==> src/sv/assert_macros.svh <==
// Assertion macros shared by the attitude controller modules.
// No dependencies; included by every RTL file that carries assertions.
`ifndef ASSERT_MACROS_SVH
`define ASSERT_MACROS_SVH

// The consequent must hold in the same cycle as the antecedent.
`define LQI_ASSERT_IMP(lbl, clk, rst_n, ante, cons, msg) \
    lbl: assert property (@(posedge clk) disable iff (!rst_n) (ante) |-> (cons)) \
        else $error(msg);

// The consequent must hold in the cycle after the antecedent.
`define LQI_ASSERT_NXT(lbl, clk, rst_n, ante, cons, msg) \
    lbl: assert property (@(posedge clk) disable iff (!rst_n) (ante) |=> (cons)) \
        else $error(msg);

// The condition must never be true.
`define LQI_ASSERT_NEVER(lbl, clk, rst_n, cond, msg) \
    lbl: assert property (@(posedge clk) disable iff (!rst_n) !(cond)) \
        else $error(msg);

`endif

==> src/sv/lqi_pkg.sv <==
// Shared types, constants and the default gain table of the attitude controller.
// No dependencies; used by lqi_ctrl, lqi_datapath and lqi_attitude_controller.
package lqi_pkg;

    localparam int GAIN_W      = 18;
    localparam int TABLE_DEPTH = 36;
    localparam int IDX_W       = 6;
    localparam int KP_BASE     = 27;
    localparam int DT_W        = 16;
    localparam int DT_SHIFT    = 16;
    localparam int OUT_SHIFT   = 10;
    localparam int DRIVE_MAX   = 16384;
    localparam int DRIVE_W     = 16;
    localparam int LIMIT_W     = 15;
    localparam int CFG_ADDR_W  = 1;
    localparam int NUM_AXES    = 3;
    localparam int MAT_COLS    = 9;
    localparam int ROW_W       = 2;
    localparam int TERM_W      = 4;
    localparam int XSEL_W      = 4;
    localparam int X_RATE_BASE = 3;
    localparam int X_ACC_BASE  = 6;
    localparam int LIMIT_RESET = 4096;

    // Configuration register indexes.
    typedef enum logic [CFG_ADDR_W-1:0] {
        CFG_MODE  = 1'b0,
        CFG_LIMIT = 1'b1
    } t_cfg_addr;

    typedef enum logic {
        MODE_DECOUPLED = 1'b0,
        MODE_COUPLED   = 1'b1
    } t_mode;

    // Kind of an input item, carried in tuser.
    typedef enum logic {
        CMD_SAMPLE = 1'b0,
        CMD_GAIN   = 1'b1
    } t_item_kind;

    typedef enum logic [2:0] {
        ST_IDLE,
        ST_INT_MUL,
        ST_INT_ACC,
        ST_MAC,
        ST_DRAIN,
        ST_OUT
    } t_lqi_state;

    // Commands from the controller to the datapath.
    typedef struct packed {
        logic              sample_load;
        logic              gain_write;
        logic              int_mul;
        logic              int_acc;
        logic [ROW_W-1:0]  axis;
        logic              mac_issue;
        logic [ROW_W-1:0]  row;
        logic [TERM_W-1:0] term;
        logic              first;
        logic              last;
        logic              load_out;
    } t_dp_cmd;

    // Status from the datapath to the controller.
    typedef struct packed {
        logic  pipe_busy;
        logic  out_free;
        t_mode mode;
    } t_dp_status;

    // Gain table contents after reset, signed Q6.12.
    function automatic logic signed [GAIN_W-1:0] default_gain(input logic [IDX_W-1:0] idx);
        logic signed [GAIN_W-1:0] g;
        unique case (idx)
            6'd0:  g = 18'sd2867;
            6'd1:  g = 18'sd410;
            6'd2:  g = 18'sd0;
            6'd3:  g = 18'sd1229;
            6'd4:  g = 18'sd205;
            6'd5:  g = 18'sd0;
            6'd6:  g = 18'sd819;
            6'd7:  g = 18'sd82;
            6'd8:  g = 18'sd0;
            6'd9:  g = 18'sd410;
            6'd10: g = 18'sd2867;
            6'd11: g = 18'sd0;
            6'd12: g = 18'sd205;
            6'd13: g = 18'sd1229;
            6'd14: g = 18'sd0;
            6'd15: g = 18'sd82;
            6'd16: g = 18'sd819;
            6'd17: g = 18'sd0;
            6'd18: g = 18'sd0;
            6'd19: g = 18'sd0;
            6'd20: g = 18'sd2048;
            6'd21: g = 18'sd0;
            6'd22: g = 18'sd0;
            6'd23: g = 18'sd819;
            6'd24: g = 18'sd0;
            6'd25: g = 18'sd0;
            6'd26: g = 18'sd410;
            6'd27: g = 18'sd118338;
            6'd28: g = 18'sd43264;
            6'd29: g = 18'sd129527;
            6'd30: g = 18'sd118338;
            6'd31: g = 18'sd43264;
            6'd32: g = 18'sd129527;
            6'd33: g = 18'sd12288;
            6'd34: g = 18'sd3277;
            6'd35: g = 18'sd4096;
            default: g = '0;
        endcase
        return g;
    endfunction

endpackage

==> src/sv/lqi_ctrl.sv <==
// Sequencing state machine of the attitude controller.
// Depends on lqi_pkg and assert_macros.svh; drives the command struct of lqi_datapath.
`include "assert_macros.svh"

module lqi_ctrl (
    input  logic                i_clk,
    input  logic                i_rst_n,
    input  logic                i_s_tvalid,
    input  logic                i_s_tuser,
    output logic                o_s_tready,
    input  lqi_pkg::t_dp_status i_status,
    output lqi_pkg::t_dp_cmd    o_cmd
);
    import lqi_pkg::*;

    t_lqi_state        r_state;
    t_lqi_state        n_state;
    logic [ROW_W-1:0]  r_axis;
    logic [ROW_W-1:0]  r_row;
    logic [TERM_W-1:0] r_term;
    logic [TERM_W-1:0] last_term;
    logic              term_last;
    logic              row_last;

    // Decoupled rows have three terms, coupled rows nine.
    assign last_term = (i_status.mode == MODE_COUPLED) ? TERM_W'(MAT_COLS - 1)
                                                       : TERM_W'(NUM_AXES - 1);
    assign term_last = (r_term == last_term);
    assign row_last  = (r_row == ROW_W'(NUM_AXES - 1));

    // Next state.
    always_comb begin
        n_state = r_state;
        unique case (r_state)
            ST_IDLE: begin
                if (i_s_tvalid && (i_s_tuser == CMD_SAMPLE)) begin
                    n_state = ST_INT_MUL;
                end
            end
            ST_INT_MUL: n_state = ST_INT_ACC;
            ST_INT_ACC: begin
                if (r_axis == ROW_W'(NUM_AXES - 1)) begin
                    n_state = ST_MAC;
                end else begin
                    n_state = ST_INT_MUL;
                end
            end
            ST_MAC: begin
                if (row_last && term_last) begin
                    n_state = ST_DRAIN;
                end
            end
            ST_DRAIN: begin
                if (!i_status.pipe_busy) begin
                    n_state = ST_OUT;
                end
            end
            ST_OUT: begin
                if (i_status.out_free) begin
                    n_state = ST_IDLE;
                end
            end
            default: n_state = ST_IDLE;
        endcase
    end

    // Command outputs.
    always_comb begin
        o_s_tready        = (r_state == ST_IDLE);
        o_cmd             = '0;
        o_cmd.sample_load = (r_state == ST_IDLE) && i_s_tvalid && (i_s_tuser == CMD_SAMPLE);
        o_cmd.gain_write  = (r_state == ST_IDLE) && i_s_tvalid && (i_s_tuser == CMD_GAIN);
        o_cmd.int_mul     = (r_state == ST_INT_MUL);
        o_cmd.int_acc     = (r_state == ST_INT_ACC);
        o_cmd.axis        = r_axis;
        o_cmd.mac_issue   = (r_state == ST_MAC);
        o_cmd.row         = r_row;
        o_cmd.term        = r_term;
        o_cmd.first       = (r_term == '0);
        o_cmd.last        = term_last;
        o_cmd.load_out    = (r_state == ST_OUT) && i_status.out_free;
    end

    // State register and the axis, row and term counters.
    always_ff @(posedge i_clk) begin
        if (!i_rst_n) begin
            r_state <= ST_IDLE;
            r_axis  <= '0;
            r_row   <= '0;
            r_term  <= '0;
        end else begin
            r_state <= n_state;
            unique case (r_state)
                ST_IDLE: begin
                    r_axis <= '0;
                    r_row  <= '0;
                    r_term <= '0;
                end
                ST_INT_ACC: r_axis <= ROW_W'(r_axis + 1'b1);
                ST_MAC: begin
                    if (term_last) begin
                        r_term <= '0;
                        r_row  <= ROW_W'(r_row + 1'b1);
                    end else begin
                        r_term <= TERM_W'(r_term + 1'b1);
                    end
                end
                default: begin
                end
            endcase
        end
    end

    `LQI_ASSERT_IMP(a_out_after_drain, i_clk, i_rst_n, r_state == ST_OUT, !i_status.pipe_busy, "result released before the product pipeline drained")
    `LQI_ASSERT_NXT(a_mac_to_drain, i_clk, i_rst_n, r_state == ST_MAC && row_last && term_last, r_state == ST_DRAIN && i_status.pipe_busy, "last term issued but pipeline not busy in drain")
    `LQI_ASSERT_IMP(a_term_range, i_clk, i_rst_n, o_cmd.mac_issue, r_row < ROW_W'(NUM_AXES) && r_term <= TERM_W'(MAT_COLS - 1), "term issued outside the gain matrix")

endmodule

==> src/sv/lqi_datapath.sv <==
// Datapath of the attitude controller: registers, gain memory, shared multiplier,
// integrators, accumulator and output register. Depends on lqi_pkg and assert_macros.svh.
`include "assert_macros.svh"

module lqi_datapath #(
    parameter int SAMPLE_WIDTH = 16,
    parameter int IN_W         = 136,
    parameter int OUT_W        = 96
) (
    input  logic                           i_clk,
    input  logic                           i_rst_n,
    input  logic [IN_W-1:0]                i_s_tdata,
    input  logic                           i_cfg_valid,
    input  logic [lqi_pkg::CFG_ADDR_W-1:0] i_cfg_addr,
    input  logic [lqi_pkg::LIMIT_W-1:0]    i_cfg_data,
    input  lqi_pkg::t_dp_cmd               i_cmd,
    output lqi_pkg::t_dp_status            o_status,
    input  logic                           i_m_tready,
    output logic                           o_m_tvalid,
    output logic [OUT_W-1:0]               o_m_tdata
);
    import lqi_pkg::*;

    localparam int SW     = SAMPLE_WIDTH;
    localparam int PROD_W = GAIN_W + SW;
    localparam int SUM_W  = PROD_W + 4;
    localparam int INT_W  = SW + 5;
    localparam int RND_W  = PROD_W - DT_SHIFT;
    localparam int FIN_W  = SUM_W - OUT_SHIFT;
    localparam int DT_OFF = 6 * SW;
    localparam int IX_OFF = DT_OFF + DT_W;
    localparam int GV_OFF = IX_OFF + IDX_W;
    localparam int IO_OFF = NUM_AXES * DRIVE_W;

    localparam logic signed [FIN_W-1:0] FIN_MAX  = FIN_W'(DRIVE_MAX);
    localparam logic signed [FIN_W-1:0] FIN_MIN  = -FIN_W'(DRIVE_MAX);
    localparam logic signed [INT_W-1:0] SMP_MAX  = INT_W'((1 << (SW - 1)) - 1);
    localparam logic signed [INT_W-1:0] SMP_MIN  = -INT_W'(1 << (SW - 1));
    localparam logic signed [PROD_W-1:0] RND_DT  = PROD_W'(1 << (DT_SHIFT - 1));
    localparam logic signed [SUM_W-1:0]  RND_OUT = SUM_W'(1 << (OUT_SHIFT - 1));

    // Configuration registers.
    t_mode                r_mode;
    logic [LIMIT_W-1:0]   r_limit;
    logic signed [LIMIT_W:0] lim_s;

    // Sample and integrator registers.
    logic signed [SW-1:0] r_err  [NUM_AXES];
    logic signed [SW-1:0] r_rate [NUM_AXES];
    logic signed [SW-1:0] r_acc  [NUM_AXES];
    logic [DT_W-1:0]      r_dt;

    // Gain memory with per-entry written flags.
    logic signed [GAIN_W-1:0] r_gain_mem [TABLE_DEPTH];
    logic [TABLE_DEPTH-1:0]   r_gain_vld;
    logic [IDX_W-1:0]         wr_idx;
    logic [IDX_W-1:0]         rd_addr;
    logic [XSEL_W-1:0]        xsel;

    // Stage 1: read data and term tags.
    logic signed [GAIN_W-1:0] r_rd_gain;
    logic signed [GAIN_W-1:0] r_rd_dflt;
    logic                     r_rd_vld;
    logic                     r_p1_valid;
    logic [ROW_W-1:0]         r_p1_row;
    logic [XSEL_W-1:0]        r_p1_xsel;
    logic                     r_p1_first;
    logic                     r_p1_last;

    // Stage 2: product and tags.
    logic signed [GAIN_W-1:0] mul_a;
    logic signed [SW-1:0]     mul_b;
    logic signed [SW-1:0]     xval;
    logic signed [PROD_W-1:0] r_prod;
    logic                     r_p2_valid;
    logic [ROW_W-1:0]         r_p2_row;
    logic                     r_p2_first;
    logic                     r_p2_last;

    // Stage 3: row sum, finished into a drive.
    logic signed [SUM_W-1:0]  r_sum;
    logic signed [SUM_W-1:0]  prod_ext;
    logic signed [SUM_W-1:0]  n_sum;
    logic                     r_p3_valid;
    logic [ROW_W-1:0]         r_p3_row;
    logic signed [SUM_W-1:0]  fin_t;
    logic signed [FIN_W-1:0]  fin_s;
    logic signed [DRIVE_W-1:0] fin_drive;
    logic signed [DRIVE_W-1:0] r_drive [NUM_AXES];

    // Integrator update.
    logic signed [PROD_W-1:0] rnd_t;
    logic signed [RND_W-1:0]  rnd;
    logic signed [INT_W-1:0]  int_sum;
    logic signed [INT_W-1:0]  int_lim;
    logic signed [INT_W-1:0]  int_clamp;
    logic signed [INT_W-1:0]  int_sat;
    logic signed [SW-1:0]     n_acc;

    // Output register.
    logic                     r_out_valid;
    logic [OUT_W-1:0]         r_out_data;
    logic [OUT_W-1:0]         n_out_data;

    assign lim_s = signed'({1'b0, r_limit});

    // Configuration writes; a mode write also clears the integrators.
    always_ff @(posedge i_clk) begin
        if (!i_rst_n) begin
            r_mode  <= MODE_DECOUPLED;
            r_limit <= LIMIT_W'(LIMIT_RESET);
            for (int k = 0; k < NUM_AXES; k++) begin
                r_acc[k] <= '0;
            end
        end else begin
            if (i_cfg_valid) begin
                unique case (t_cfg_addr'(i_cfg_addr))
                    CFG_MODE: begin
                        r_mode <= t_mode'(i_cfg_data[0]);
                        for (int k = 0; k < NUM_AXES; k++) begin
                            r_acc[k] <= '0;
                        end
                    end
                    CFG_LIMIT: r_limit <= i_cfg_data;
                    default: begin
                    end
                endcase
            end else if (i_cmd.int_acc) begin
                r_acc[i_cmd.axis] <= n_acc;
            end
        end
    end

    // Capture the sample fields of an accepted control sample.
    always_ff @(posedge i_clk) begin
        if (i_cmd.sample_load) begin
            for (int k = 0; k < NUM_AXES; k++) begin
                r_err[k]  <= i_s_tdata[k * SW +: SW];
                r_rate[k] <= i_s_tdata[(k + NUM_AXES) * SW +: SW];
            end
            r_dt <= i_s_tdata[DT_OFF +: DT_W];
        end
    end

    // Gain memory write port.
    assign wr_idx = i_s_tdata[IX_OFF +: IDX_W];

    always_ff @(posedge i_clk) begin
        if (i_cmd.gain_write && (wr_idx < IDX_W'(TABLE_DEPTH))) begin
            r_gain_mem[wr_idx] <= i_s_tdata[GV_OFF +: GAIN_W];
        end
    end

    always_ff @(posedge i_clk) begin
        if (!i_rst_n) begin
            r_gain_vld <= '0;
        end else if (i_cmd.gain_write && (wr_idx < IDX_W'(TABLE_DEPTH))) begin
            r_gain_vld[wr_idx] <= 1'b1;
        end
    end

    // Table address and state-vector element for the issued term.
    always_comb begin
        if (r_mode == MODE_COUPLED) begin
            rd_addr = IDX_W'(i_cmd.row) * IDX_W'(MAT_COLS) + IDX_W'(i_cmd.term);
            xsel    = XSEL_W'(i_cmd.term);
        end else begin
            rd_addr = IDX_W'(KP_BASE) + IDX_W'(i_cmd.row) * IDX_W'(NUM_AXES)
                    + IDX_W'(i_cmd.term);
            xsel    = XSEL_W'(i_cmd.row) + XSEL_W'(i_cmd.term) * XSEL_W'(NUM_AXES);
        end
    end

    // Stage 1: registered memory read, default value and tags.
    always_ff @(posedge i_clk) begin
        if (i_cmd.mac_issue) begin
            r_rd_gain <= r_gain_mem[rd_addr];
            r_rd_vld  <= r_gain_vld[rd_addr];
            r_rd_dflt <= default_gain(rd_addr);
            r_p1_row  <= i_cmd.row;
            r_p1_xsel <= xsel;
            r_p1_first <= i_cmd.first;
            r_p1_last  <= i_cmd.last;
        end
    end

    // Element of the augmented state vector.
    always_comb begin
        priority if (r_p1_xsel < XSEL_W'(X_RATE_BASE)) begin
            xval = r_err[ROW_W'(r_p1_xsel)];
        end else if (r_p1_xsel < XSEL_W'(X_ACC_BASE)) begin
            xval = r_rate[ROW_W'(r_p1_xsel - XSEL_W'(X_RATE_BASE))];
        end else begin
            xval = r_acc[ROW_W'(r_p1_xsel - XSEL_W'(X_ACC_BASE))];
        end
    end

    // Shared multiplier: error times step time, or gain times state element.
    always_comb begin
        if (i_cmd.int_mul) begin
            mul_a = signed'({{(GAIN_W - DT_W){1'b0}}, r_dt});
            mul_b = r_err[i_cmd.axis];
        end else begin
            mul_a = r_rd_vld ? r_rd_gain : r_rd_dflt;
            mul_b = xval;
        end
    end

    always_ff @(posedge i_clk) begin
        if (i_cmd.int_mul || r_p1_valid) begin
            r_prod <= mul_a * mul_b;
        end
        if (r_p1_valid) begin
            r_p2_row   <= r_p1_row;
            r_p2_first <= r_p1_first;
            r_p2_last  <= r_p1_last;
        end
    end

    // Integrator: round the product to Q3.12, add, clamp to the limit and the sample range.
    always_comb begin
        rnd_t   = r_prod + RND_DT;
        rnd     = rnd_t[PROD_W-1:DT_SHIFT];
        int_sum = INT_W'(r_acc[i_cmd.axis]) + INT_W'(rnd);
        int_lim = INT_W'(lim_s);
        priority if (int_sum > int_lim) begin
            int_clamp = int_lim;
        end else if (int_sum < -int_lim) begin
            int_clamp = -int_lim;
        end else begin
            int_clamp = int_sum;
        end
        priority if (int_clamp > SMP_MAX) begin
            int_sat = SMP_MAX;
        end else if (int_clamp < SMP_MIN) begin
            int_sat = SMP_MIN;
        end else begin
            int_sat = int_clamp;
        end
        n_acc = int_sat[SW-1:0];
    end

    // Stage 2 accumulate; coupled mode subtracts each product.
    always_comb begin
        prod_ext = SUM_W'(r_prod);
        if (r_mode == MODE_COUPLED) begin
            n_sum = (r_p2_first ? '0 : r_sum) - prod_ext;
        end else begin
            n_sum = (r_p2_first ? '0 : r_sum) + prod_ext;
        end
    end

    always_ff @(posedge i_clk) begin
        if (r_p2_valid) begin
            r_sum    <= n_sum;
            r_p3_row <= r_p2_row;
        end
    end

    // Stage 3: round the row sum to Q1.14 and saturate to plus or minus one.
    always_comb begin
        fin_t = r_sum + RND_OUT;
        fin_s = fin_t[SUM_W-1:OUT_SHIFT];
        priority if (fin_s > FIN_MAX) begin
            fin_drive = DRIVE_W'(FIN_MAX);
        end else if (fin_s < FIN_MIN) begin
            fin_drive = DRIVE_W'(FIN_MIN);
        end else begin
            fin_drive = fin_s[DRIVE_W-1:0];
        end
    end

    always_ff @(posedge i_clk) begin
        if (r_p3_valid) begin
            r_drive[r_p3_row] <= fin_drive;
        end
    end

    // Pipeline valid flags.
    always_ff @(posedge i_clk) begin
        if (!i_rst_n) begin
            r_p1_valid <= 1'b0;
            r_p2_valid <= 1'b0;
            r_p3_valid <= 1'b0;
        end else begin
            r_p1_valid <= i_cmd.mac_issue;
            r_p2_valid <= r_p1_valid;
            r_p3_valid <= r_p2_valid && r_p2_last;
        end
    end

    // Result packing: drives, then integrators, zero padding on top.
    always_comb begin
        n_out_data = '0;
        for (int k = 0; k < NUM_AXES; k++) begin
            n_out_data[k * DRIVE_W +: DRIVE_W] = r_drive[k];
            n_out_data[IO_OFF + k * SW +: SW]  = r_acc[k];
        end
    end

    always_ff @(posedge i_clk) begin
        if (i_cmd.load_out) begin
            r_out_data <= n_out_data;
        end
    end

    always_ff @(posedge i_clk) begin
        if (!i_rst_n) begin
            r_out_valid <= 1'b0;
        end else if (i_cmd.load_out) begin
            r_out_valid <= 1'b1;
        end else if (i_m_tready) begin
            r_out_valid <= 1'b0;
        end
    end

    assign o_m_tvalid = r_out_valid;
    assign o_m_tdata  = r_out_data;

    assign o_status.pipe_busy = r_p1_valid || r_p2_valid || r_p3_valid;
    assign o_status.out_free  = !r_out_valid || i_m_tready;
    assign o_status.mode      = r_mode;

    `LQI_ASSERT_NEVER(a_one_mul_src, i_clk, i_rst_n, i_cmd.int_mul && r_p1_valid, "integrator and matrix term share the multiplier in one cycle")
    `LQI_ASSERT_NEVER(a_write_during_mac, i_clk, i_rst_n, i_cmd.gain_write && (i_cmd.mac_issue || r_p1_valid), "gain table written while terms are read")
    `LQI_ASSERT_NXT(a_acc_limit, i_clk, i_rst_n, i_cmd.int_acc && !i_cfg_valid, r_acc[$past(i_cmd.axis)] <= lim_s && r_acc[$past(i_cmd.axis)] >= -lim_s, "integrator outside its limit after update")

endmodule

==> src/sv/lqi_attitude_controller.sv <==
// Top level of the three-axis LQI attitude controller.
// Depends on lqi_pkg, lqi_ctrl and lqi_datapath.

// A control sample (tuser low) is accepted and then passes these steps: per axis an
// integrator multiply and an integrator update, one gain term per cycle (27 in coupled
// mode, 9 in decoupled mode) through the single shared gain-by-state multiplier, a drain
// of its read, multiply and accumulate stages, and a load of the output register, which
// waits if the previous result has not been taken. The block is ready again in the cycle
// after that load, so a control sample sent back to back is accepted only after the
// previous result has been loaded. A gain write (tuser high) gives no result. Configuration
// writes are always accepted and must only be issued while the block is idle.
module lqi_attitude_controller #(
    parameter int  SAMPLE_WIDTH = 16,
    localparam int IN_W  = ((6 * SAMPLE_WIDTH + 40 + 7) / 8) * 8,
    localparam int OUT_W = ((48 + 3 * SAMPLE_WIDTH + 7) / 8) * 8
) (
    input  logic                           i_clk,
    input  logic                           i_rst_n,
    // Input stream.
    input  logic                           s_axis_tvalid,
    output logic                           s_axis_tready,
    // tdata, from bit 0: roll_err, pitch_err, yaw_err, roll_rate, pitch_rate,
    // yaw_rate, step_time, gain_index, gain_value, zero padding.
    input  logic [IN_W-1:0]                s_axis_tdata,
    // tuser: cmd.
    input  logic                           s_axis_tuser,
    // Result stream.
    output logic                           m_axis_tvalid,
    input  logic                           m_axis_tready,
    // tdata, from bit 0: roll_drive, pitch_drive, yaw_drive, roll_integral,
    // pitch_integral, yaw_integral, zero padding.
    output logic [OUT_W-1:0]               m_axis_tdata,
    // Configuration write channel.
    input  logic                           i_cfg_valid,
    output logic                           o_cfg_ready,
    input  logic [lqi_pkg::CFG_ADDR_W-1:0] i_cfg_addr,
    input  logic [lqi_pkg::LIMIT_W-1:0]    i_cfg_data
);
    import lqi_pkg::*;

    t_dp_cmd    dp_cmd;
    t_dp_status dp_status;
    logic       cfg_wr;

    // Configuration registers take a write in any cycle.
    assign o_cfg_ready = 1'b1;
    assign cfg_wr      = i_cfg_valid && o_cfg_ready;

    lqi_ctrl u_ctrl (
        .i_clk      (i_clk),
        .i_rst_n    (i_rst_n),
        .i_s_tvalid (s_axis_tvalid),
        .i_s_tuser  (s_axis_tuser),
        .o_s_tready (s_axis_tready),
        .i_status   (dp_status),
        .o_cmd      (dp_cmd)
    );

    lqi_datapath #(
        .SAMPLE_WIDTH (SAMPLE_WIDTH),
        .IN_W         (IN_W),
        .OUT_W        (OUT_W)
    ) u_datapath (
        .i_clk       (i_clk),
        .i_rst_n     (i_rst_n),
        .i_s_tdata   (s_axis_tdata),
        .i_cfg_valid (cfg_wr),
        .i_cfg_addr  (i_cfg_addr),
        .i_cfg_data  (i_cfg_data),
        .i_cmd       (dp_cmd),
        .o_status    (dp_status),
        .i_m_tready  (m_axis_tready),
        .o_m_tvalid  (m_axis_tvalid),
        .o_m_tdata   (m_axis_tdata)
    );

endmodule

==> config.mk <==
export PLATFORM = sky130hd
export DESIGN_NAME = lqi_attitude_controller
export DESIGN_NICKNAME = d
export VERILOG_FILES = /design/src/sv/lqi_pkg.sv /design/src/sv/lqi_ctrl.sv /design/src/sv/lqi_datapath.sv /design/src/sv/lqi_attitude_controller.sv
export VERILOG_INCLUDE_DIRS = /design/src /design/src/sv
export SDC_FILE = /design/constraint.sdc
export NUM_CORES = 2
export LEC_CHECK = 0
export BUFFER_PORTS_ARGS = -buffer_cell sky130_fd_sc_hd__buf_4
export CAP_MARGIN = 10
export CORE_ASPECT_RATIO = 0.9
export CORE_MARGIN = 10
export CORE_UTILIZATION = 58
export CTS_BUF_LIST = sky130_fd_sc_hd__clkbuf_4 sky130_fd_sc_hd__clkbuf_8
export DETAILED_ROUTE_END_ITERATION = 7
export GPL_ROUTABILITY_DRIVEN = 0
export PLACE_DENSITY = 0.88
export SYNTH_ARGS = -nofsm -noshare
export SYNTH_HDL_FRONTEND = slang
export SYNTH_SLANG_ARGS = --single-unit
==> constraint.sdc <==
create_clock -name i_clk -period 9 [get_ports i_clk]
set_input_delay 1.8 -clock i_clk [delete_from_list [all_inputs] [get_ports i_clk]]
set_output_delay 1.8 -clock i_clk [all_outputs]
set_load 0.01 [all_outputs]
* After elaboration in Yosys (flattened, before gate mapping)
Memory sizes are Yosys's and may differ from the RTL's. A register that Yosys moved wholly into a read port is not among the register bits. Index checks and enable logic that the tools add are counted. Widths: inputs -> output; s select.
Storage, ports and cells: output and inout bits 99, bits in read-only memories 1088, memories kept 6, input port bits 158, memory bits (writable) 840, bits in registers 188, bits in latches 0, word-level logic and storage cells 163
Operators by class: bitwise operators 6, reduce and logical (&&, ||, !) cells 24, multiplexer cells 59, $mul 4, equality and inequality tests 13, shift-type cells 0, div/mod/pow operators 0, $lt $le $gt $ge 12, $add $sub $neg 15
Memory list:
- (no name shown) | depth 64, bits a word 17, read ports 1, clocked after Yosys merged registers in 1, write ports 0, RTL line lqi_pkg.sv:76 | unique case (idx)
- u_datapath.r_gain_mem | depth 36, bits a word 18, read ports 1, clocked after Yosys merged registers in 1, write ports 1, RTL line lqi_datapath.sv:54 | logic signed [GAIN_W-1:0] r_gain_mem [TABLE_DEPTH];
- u_datapath.r_acc | depth 3, bits a word 16, read ports 5, clocked after Yosys merged registers in 4, write ports 3, RTL line lqi_datapath.sv:50 | logic signed [SW-1:0] r_acc [NUM_AXES];
- u_datapath.r_drive | depth 3, bits a word 16, read ports 3, clocked after Yosys merged registers in 3, write ports 1, RTL line lqi_datapath.sv:89 | logic signed [DRIVE_W-1:0] r_drive [NUM_AXES];
- u_datapath.r_err | depth 3, bits a word 16, read ports 2, clocked after Yosys merged registers in 2, write ports 3, RTL line lqi_datapath.sv:48 | logic signed [SW-1:0] r_err [NUM_AXES];
- u_datapath.r_rate | depth 3, bits a word 16, read ports 1, clocked after Yosys merged registers in 0, write ports 3, RTL line lqi_datapath.sv:49 | logic signed [SW-1:0] r_rate [NUM_AXES];
Operators by type and width (number):
- $mux 16 | 11
- $mux 38 | 2
- $mux 21 | 2
- $add 38x11->38 const B | 1
- $add 38x38->38 | 1
- $sub 38x38->38 | 1
- $mux 18 | 2
- $or 36x36->36 | 1
- $add 34x17->34 const B | 1
- $mul 18x16->34 | 1
- $gt 28x16->1 const B | 1
- $lt 28x15->1 const B | 1
- $gt 21x16->1 | 1
- $gt 21x16->1 const B | 1
- $lt 21x16->1 const B | 1
- $lt 21x21->1 | 1
- $neg 15->21 | 1
- $mux 1 | 20
- $add 16x18->19 | 1
- $pmux 3 s6 | 1
- $mux 2 | 8
- $reduce_or 16->1 | 1
- $lt 6x7->1 const B | 2
- $add 6x4->6 | 2
- 36 further kinds | 68

* Logic depth before layout (Yosys ltp)
depth in word-level cells 9, gate-level depth with buffers 35, mapped depth without buffers 32

* Modules after synthesis
Synthesis repeated with hierarchy kept, for this count alone.
Unflattened totals: cells, all modules 5091, area total of the unflattened synthesis 62962.9 µm²
By module, submodules not included:
- lqi_datapath | cells each 4997, sequential area each 33862.5 µm², instances 1, area each 62218.4 µm²
- lqi_ctrl | cells each 92, sequential area each 220.2 µm², instances 1, area each 733.2 µm²
- lqi_attitude_controller | cells each 2, sequential area each 0.0 µm², instances 1, area each 11.3 µm²

* Least setup slack after synthesis
Ideal clock, no wire load.
path kind register to register, start point register u_datapath.r_p1_xsel[0], end point register u_datapath.r_prod[33], data pin, data arrival time 8.301 ns, buffers on the path 3, setup time 0.259 ns, path slack 0.440 ns, clock period less this slack 8.560 ns, stages on the path, launching flop included 31, data required time 8.741 ns, cells stage by stage edfxtp_1 > clkbuf_1 > clkbuf_1 > mux4_2 > a211oi_1 > a21oi_1 > mux2i_1 > clkbuf_1 > nor2_1 > fa_1 > inv_1 > fa_1 > inv_1 > ha_1 > fa_1 > inv_1 > fa_1 > fa_1 > inv_1 > ha_1 > o21a_1 > and3_1 > a2111oi_0 > o21bai_1 > a21oi_1 > o211ai_1 > a41o_1 > o41ai_1 > o211ai_1 > a21oi_1 > xnor2_1
On the way: longest elaborated chain between the ends 6, elaborated cells between the ends (all ways) 10, classes of those cells add/sub (2); mul (1); order compare (2); mux (3); memory (2)
Ends and longest elaborated chain:
- from (decl) | RTL line lqi_datapath.sv:66 | logic [XSEL_W-1:0] r_p1_xsel;
- from (signal assigned) | RTL line lqi_datapath.sv:181 | r_p1_xsel <= xsel;
- $sub 2x2->2 (on tied branches) | RTL line lqi_datapath.sv:194, lqi_datapath.sv:192
- $mem_v2 3x16 (on tied branches)
- $mux 16 | RTL line lqi_datapath.sv:191 | end else if (r_p1_xsel < XSEL_W'(X_ACC_BASE)) begin
- $mux 16 (*) | RTL line lqi_datapath.sv:189 | priority if (r_p1_xsel < XSEL_W'(X_RATE_BASE)) begin
- $mux 16 (*) | RTL line lqi_datapath.sv:200 | if (i_cmd.int_mul) begin
- $mul 18x16->34 (*) | RTL line lqi_datapath.sv:211 | r_prod <= mul_a * mul_b;
- to (signal assigned) | RTL line lqi_datapath.sv:211
- to (decl) | RTL line lqi_datapath.sv:74 | logic signed [PROD_W-1:0] r_prod;
Mark *: on every way between the ends. The rest lies on a longest branch, timed or not. A chain may end at the register's enable or synchronous reset.

* Worst setup path in the final report
start point register u_datapath.r_p1_xsel[0], end point register u_datapath.r_prod[31], data pin
Same word-level chain as after synthesis.

==> impl_results.html <==
<table>
<tr><th>Metric</th><th>Value</th></tr>
<tr><th colspan="2">STA</th></tr>
<tr><td>Fin Clk Skew</td><td>0.0611 ns</td></tr>
<tr><td>Pin slew with the least headroom to its limit</td><td>1.15 ns</td></tr>
<tr><td>Worst-case headroom to the max-slew limit</td><td>23.4%</td></tr>
<tr><td>Setup repair after global routing missed its margin</td><td>false</td></tr>
<tr><td>Final worst setup slack</td><td>0.159 ns</td></tr>
<tr><td>Maximum clock rate</td><td>113 MHz</td></tr>
<tr><td>Worst hold slack</td><td>0.411 ns</td></tr>
<tr><td>Final min period</td><td>8.84 ns</td></tr>
<tr><td>Post-route clock period utilization</td><td>98.2%</td></tr>
<tr><td>Max-slew violation count</td><td>0</td></tr>
<tr><td>Hold Fails Final Rpt</td><td>0</td></tr>
<tr><td>Total of endpoints with negative setup slack in the final report</td><td>0</td></tr>
<tr><th colspan="2">Finish</th></tr>
<tr><td>Final instance area</td><td>70,000 sq um</td></tr>
<tr><td>Area of the multi-input gates</td><td>25,900 sq um</td></tr>
<tr><td>Area growth, synth to finish</td><td>12.0%</td></tr>
<tr><td>Post-route core utilization</td><td>65.3%</td></tr>
<tr><td>FILL cells</td><td>7,165</td></tr>
<tr><td>Final net count</td><td>5,826</td></tr>
<tr><td>FF+latch area</td><td>34,100 sq um</td></tr>
<tr><td>Layout Cells excl Fill</td><td>6,753</td></tr>
<tr><td>Share of cells above drive strength 1</td><td>16.3%</td></tr>
<tr><th colspan="2">Global routing</th></tr>
<tr><td>Antenna violations before repair</td><td>9</td></tr>
<tr><td>Largest net degree at the start of global routing</td><td>106</td></tr>
<tr><td>First-pass GRT wire length</td><td>259 mm</td></tr>
<tr><td>Gr usage total</td><td>27.8%</td></tr>
<tr><td>Via count of the first global-routing pass</td><td>43,400</td></tr>
<tr><td>Remaining Overflow, GRT</td><td>0</td></tr>
<tr><th colspan="2">Route</th></tr>
<tr><td>DRC marker count from the first detailed-route iteration</td><td>6,182</td></tr>
<tr><td>Final routed wirelength across all metal layers</td><td>173 mm</td></tr>
<tr><td>Via Count</td><td>43,100</td></tr>
<tr><td>Remaining antenna violation count</td><td>0</td></tr>
<tr><td>Drt via density</td><td>6.39</td></tr>
<tr><td>Average routed wire per standard cell</td><td>25.6 um</td></tr>
<tr><td>Drt drc</td><td>4</td></tr>
<tr><td>DR pass1 iterations</td><td>8</td></tr>
<tr><th colspan="2">Placement</th></tr>
<tr><td>Total placed cells including tap cells</td><td>6,433</td></tr>
<tr><td>Half-perimeter wire length of the detailed placement result</td><td>120 mm</td></tr>
<tr><td>Count of port buffers added during placement</td><td>255</td></tr>
<tr><td>Dpl ws</td><td>-0.0459 ns</td></tr>
<tr><td>Placement-stage cell area</td><td>66,500 sq um</td></tr>
<tr><th colspan="2">Floorplan</th></tr>
<tr><td>Top-level I/O count</td><td>257</td></tr>
<tr><td>Area of the core</td><td>107,000 sq um</td></tr>
<tr><td>Height of the die</td><td>332 um</td></tr>
<tr><td>Initial cell density of the core</td><td>58.3%</td></tr>
<tr><td>DIE AREA</td><td>121,000 sq um</td></tr>
<tr><td>Die Width</td><td>366 um</td></tr>
<tr><td>Total number of placement rows</td><td>114</td></tr>
<tr><th colspan="2">Synth</th></tr>
<tr><td>Netlist area before placement</td><td>62,500 sq um</td></tr>
<tr><td>Number of storage elements in the synthesis netlist</td><td>1,160</td></tr>
<tr><td>Sequential cell area fraction in the yosys report</td><td>54.6%</td></tr>
<tr><td>Share of flip-flops with an asynchronous set or reset</td><td>0%</td></tr>
<tr><td>Total nets after synthesis</td><td>5,494</td></tr>
<tr><td>Syn Area/Cell</td><td>13.0 sq um</td></tr>
<tr><td>Synthesized instance count</td><td>4,827</td></tr>
<tr><td>Number of different library cells in the post-synthesis netlist</td><td>84</td></tr>
<tr><td>Number of flops mapped to enable cells by yosys</td><td>1,089</td></tr>
<tr><td>Most used flip-flop cell after synthesis</td><td>edfxtp_1</td></tr>
<tr><td>Syn. warnings</td><td>0</td></tr>
<tr><th colspan="2">Critical path</th></tr>
<tr><td>Required time worst endpoint</td><td>9.61 ns</td></tr>
<tr><td>R2R Path Start</td><td>u_datapath.r_p1_xsel[0]</td></tr>
<tr><td>Critical path capture point type</td><td>register</td></tr>
<tr><td>Critical setup path kind</td><td>reg -&gt; reg</td></tr>
<tr><td>Critical path startpoint category</td><td>register</td></tr>
<tr><td>Worst r2r path cells</td><td>33</td></tr>
<tr><td>Cell type of the slowest stage on the worst timing path</td><td>fa_1</td></tr>
<tr><td>Worst reg2reg setup slack</td><td>0.16 ns</td></tr>
<tr><td>Critical Path AT</td><td>9.45 ns</td></tr>
<tr><td>Slowest Stage Delay on Critical Path</td><td>0.54 ns</td></tr>
<tr><td>Most Frequent Cell on Critical Path</td><td>fa_1</td></tr>
<tr><td>CP Max Fanout</td><td>7</td></tr>
<tr><td>Worst R2R End</td><td>u_datapath.r_prod[31]</td></tr>
<tr><th colspan="2">Pwr</th></tr>
<tr><td>VDD IR max</td><td>1290 uV</td></tr>
<tr><td>Leakage power summed over all cells</td><td>26.0 nW</td></tr>
<tr><td>PwrDens</td><td>393 nW/um^2</td></tr>
<tr><th colspan="2">Clock tree</th></tr>
<tr><td>Largest buffer count on any clock path</td><td>3</td></tr>
<tr><td>Buffer type at the clock tree root</td><td>clkbuf_8</td></tr>
<tr><td>Clock input transition at the sequential cells of the worst setup and hold paths</td><td>0.07 ns</td></tr>
<tr><td>CTS tree</td><td>yes</td></tr>
<tr><td>Number of levels in the clock H-tree</td><td>4</td></tr>
<tr><td>Clk sink count</td><td>1,160</td></tr>
<tr><td>Clock latency reported for the late side of the worst-skew pair</td><td>0.91 ns</td></tr>
<tr><td>CTS buffer count</td><td>174</td></tr>
<tr><th colspan="2">Run status</th></tr>
<tr><td>Violations in the final reports</td><td>DRC</td></tr>
<tr><td>Outcome</td><td>complete, but fails checks</td></tr>
<tr><th colspan="2">Worst hold path</th></tr>
<tr><td>HP Start</td><td>u_datapath.r_p1_last</td></tr>
<tr><td>Worst hold path depth</td><td>0</td></tr>
<tr><td>Worst hold endpoint</td><td>u_datapath.r_p2_last</td></tr>
<tr><td>Worst min-delay path category</td><td>reg -&gt; reg</td></tr>
<tr><th colspan="2">Flow run</th></tr>
<tr><td>Maxcap violations</td><td>0</td></tr>
</table>
==> cell families after synthesis <==
logic type,Yosys count,share of synthesized area (%)
AO/OA/AOI/OAI,833,8.75
other,1,0.00600
adder cells (fa/ha/maj),510,13.8
flip-flops,1160,54.6
multiplexers,360,8.34
buffers and inverters,682,4.18
AND/OR/NAND/NOR,1107,7.97
XOR/XNOR,174,2.45
==> critical path, delay by kind of cell (launching register included) <==
kind,cells,cell delay (ns)
mux,1,0.23
buf+inv,7,0.80
xor+xnor,1,0.16
fa+ha+maj,7,3.18
compound gates,14,3.52
flops,1,0.43
simple gates,3,0.23
==> power by group <==
group,switching (W),internal (W),leakage (nW)
clock network,0.00211,0.00223,1.86
registers,0.000231,0.00679,10.3
logic,0.00980,0.00632,13.9
total,0.0121,0.0153,26.0
==> placed cells by master (no fill, tap or decap), types with 58 or more instances in the layout <==
| cell type | netlist | final |
|---|---|---|
| o21ai_0 | 142 | 141 |
| nand3_1 | 62 | 62 |
| a21oi_1 | 229 | 226 |
| edfxtp_1 | 1089 | 1089 |
| mux2i_1 | 225 | 224 |
| dfxtp_1 | 71 | 67 |
| clkbuf_8 | 0 | 176 |
| clkbuf_4 | 0 | 74 |
| mux4_2 | 128 | 128 |
| o221ai_1 | 84 | 84 |
| o21a_1 | 67 | 66 |
| nand2_1 | 328 | 326 |
| xnor2_1 | 131 | 131 |
| a21o_1 | 58 | 58 |
| inv_1 | 461 | 461 |
| buf_4 | 6 | 367 |
| ha_1 | 213 | 213 |
| fa_1 | 296 | 296 |
| nor2_1 | 426 | 425 |
==> cell usage after synthesis, drive strengths merged (58+ instances only) <==
cell    number  area share, %
mux2i      225            3.6
nand3       62           0.50
a21oi      239            2.0
a21o        58           0.70
xnor2      132            1.9
clkbuf     163           0.98
mux4       128            4.6
fa         296            9.5
inv        464            2.8
nor2       426            2.6
o21ai      156            1.3
dfxtp       71            2.3
ha         213            4.3
nand2      328            2.0
o221ai      84            1.2
o21a        67           0.80
edfxtp    1089             52
==> per-stage QoR <==
stage                     total power [W]  setup TNS, ns
after floorplan                    0.0186              0
after global placement             0.0219              0
after detailed placement           0.0226        -0.0459
after CTS                          0.0271              0
after global routing               0.0293              0
final                              0.0275              0
==> sequential cells by signal, summed over array words and instances, names as in the netlist, 15 cells and up, named ones only <==
signal,count
u_datapath.r_prod,34
u_datapath.r_drive,48
m_axis_tdata,96
u_datapath.r_rd_dflt,16
u_datapath.r_err,48
u_datapath.r_sum,38
u_datapath.r_limit,15
u_datapath.r_acc,64
u_datapath.r_rd_gain,18
u_datapath.r_gain_vld,36
u_datapath.r_rate,48
u_datapath.r_dt,16
u_datapath.r_gain_mem,648
==> how the worst max path moves through the flow <==
stage / start / end / slack (ns) / cells after the start
after detailed placement: u_datapath.r_p1_xsel[0] / u_datapath.r_prod[31] / -0.05 / 33
after floorplan: u_datapath.r_p1_xsel[0] / u_datapath.r_prod[33] / 0.44 / 30
final: u_datapath.r_p1_xsel[0] / u_datapath.r_prod[31] / 0.16 / 33
after CTS: u_datapath.r_p1_xsel[0] / u_datapath.r_prod[31] / 0.01 / 33
after global routing: u_datapath.r_p1_xsel[0] / u_datapath.r_prod[31] / 0.004 / 35
after global placement: u_datapath.r_p1_xsel[0] / u_datapath.r_prod[33] / 0.41 / 32
==> what timing repair did <==
action | in CTS | in global routing
resized for setup | 1 | 9
setup buffers | 0 | 0
hold buffers | 0 | 0
setup endpoints to repair | 2 | 3
pin swaps | 0 | 0
==> final cells by class <==
class                   count  area share, %
repair buffers            373           4.11
well taps                1450           2.59
clock inverters            65          0.752
inverters                 465           2.50
diodes                      5         0.0179
multi-input cells        2985           37.0
flip-flops and latches   1160           48.7
clock buffers             250           4.25
==> routing by layer <==
metal  part of all wire (%)  vias to the layer above  track usage, %
met5                  0.093                        -               0
met4                    5.5                       10            13.9
met3                     13                      719            8.39
met2                     47                     3311            44.4
met1                     34                    21000            34.3
li1                       -                    18100               -
No activity file was read; power rests on OpenSTA's default activity.
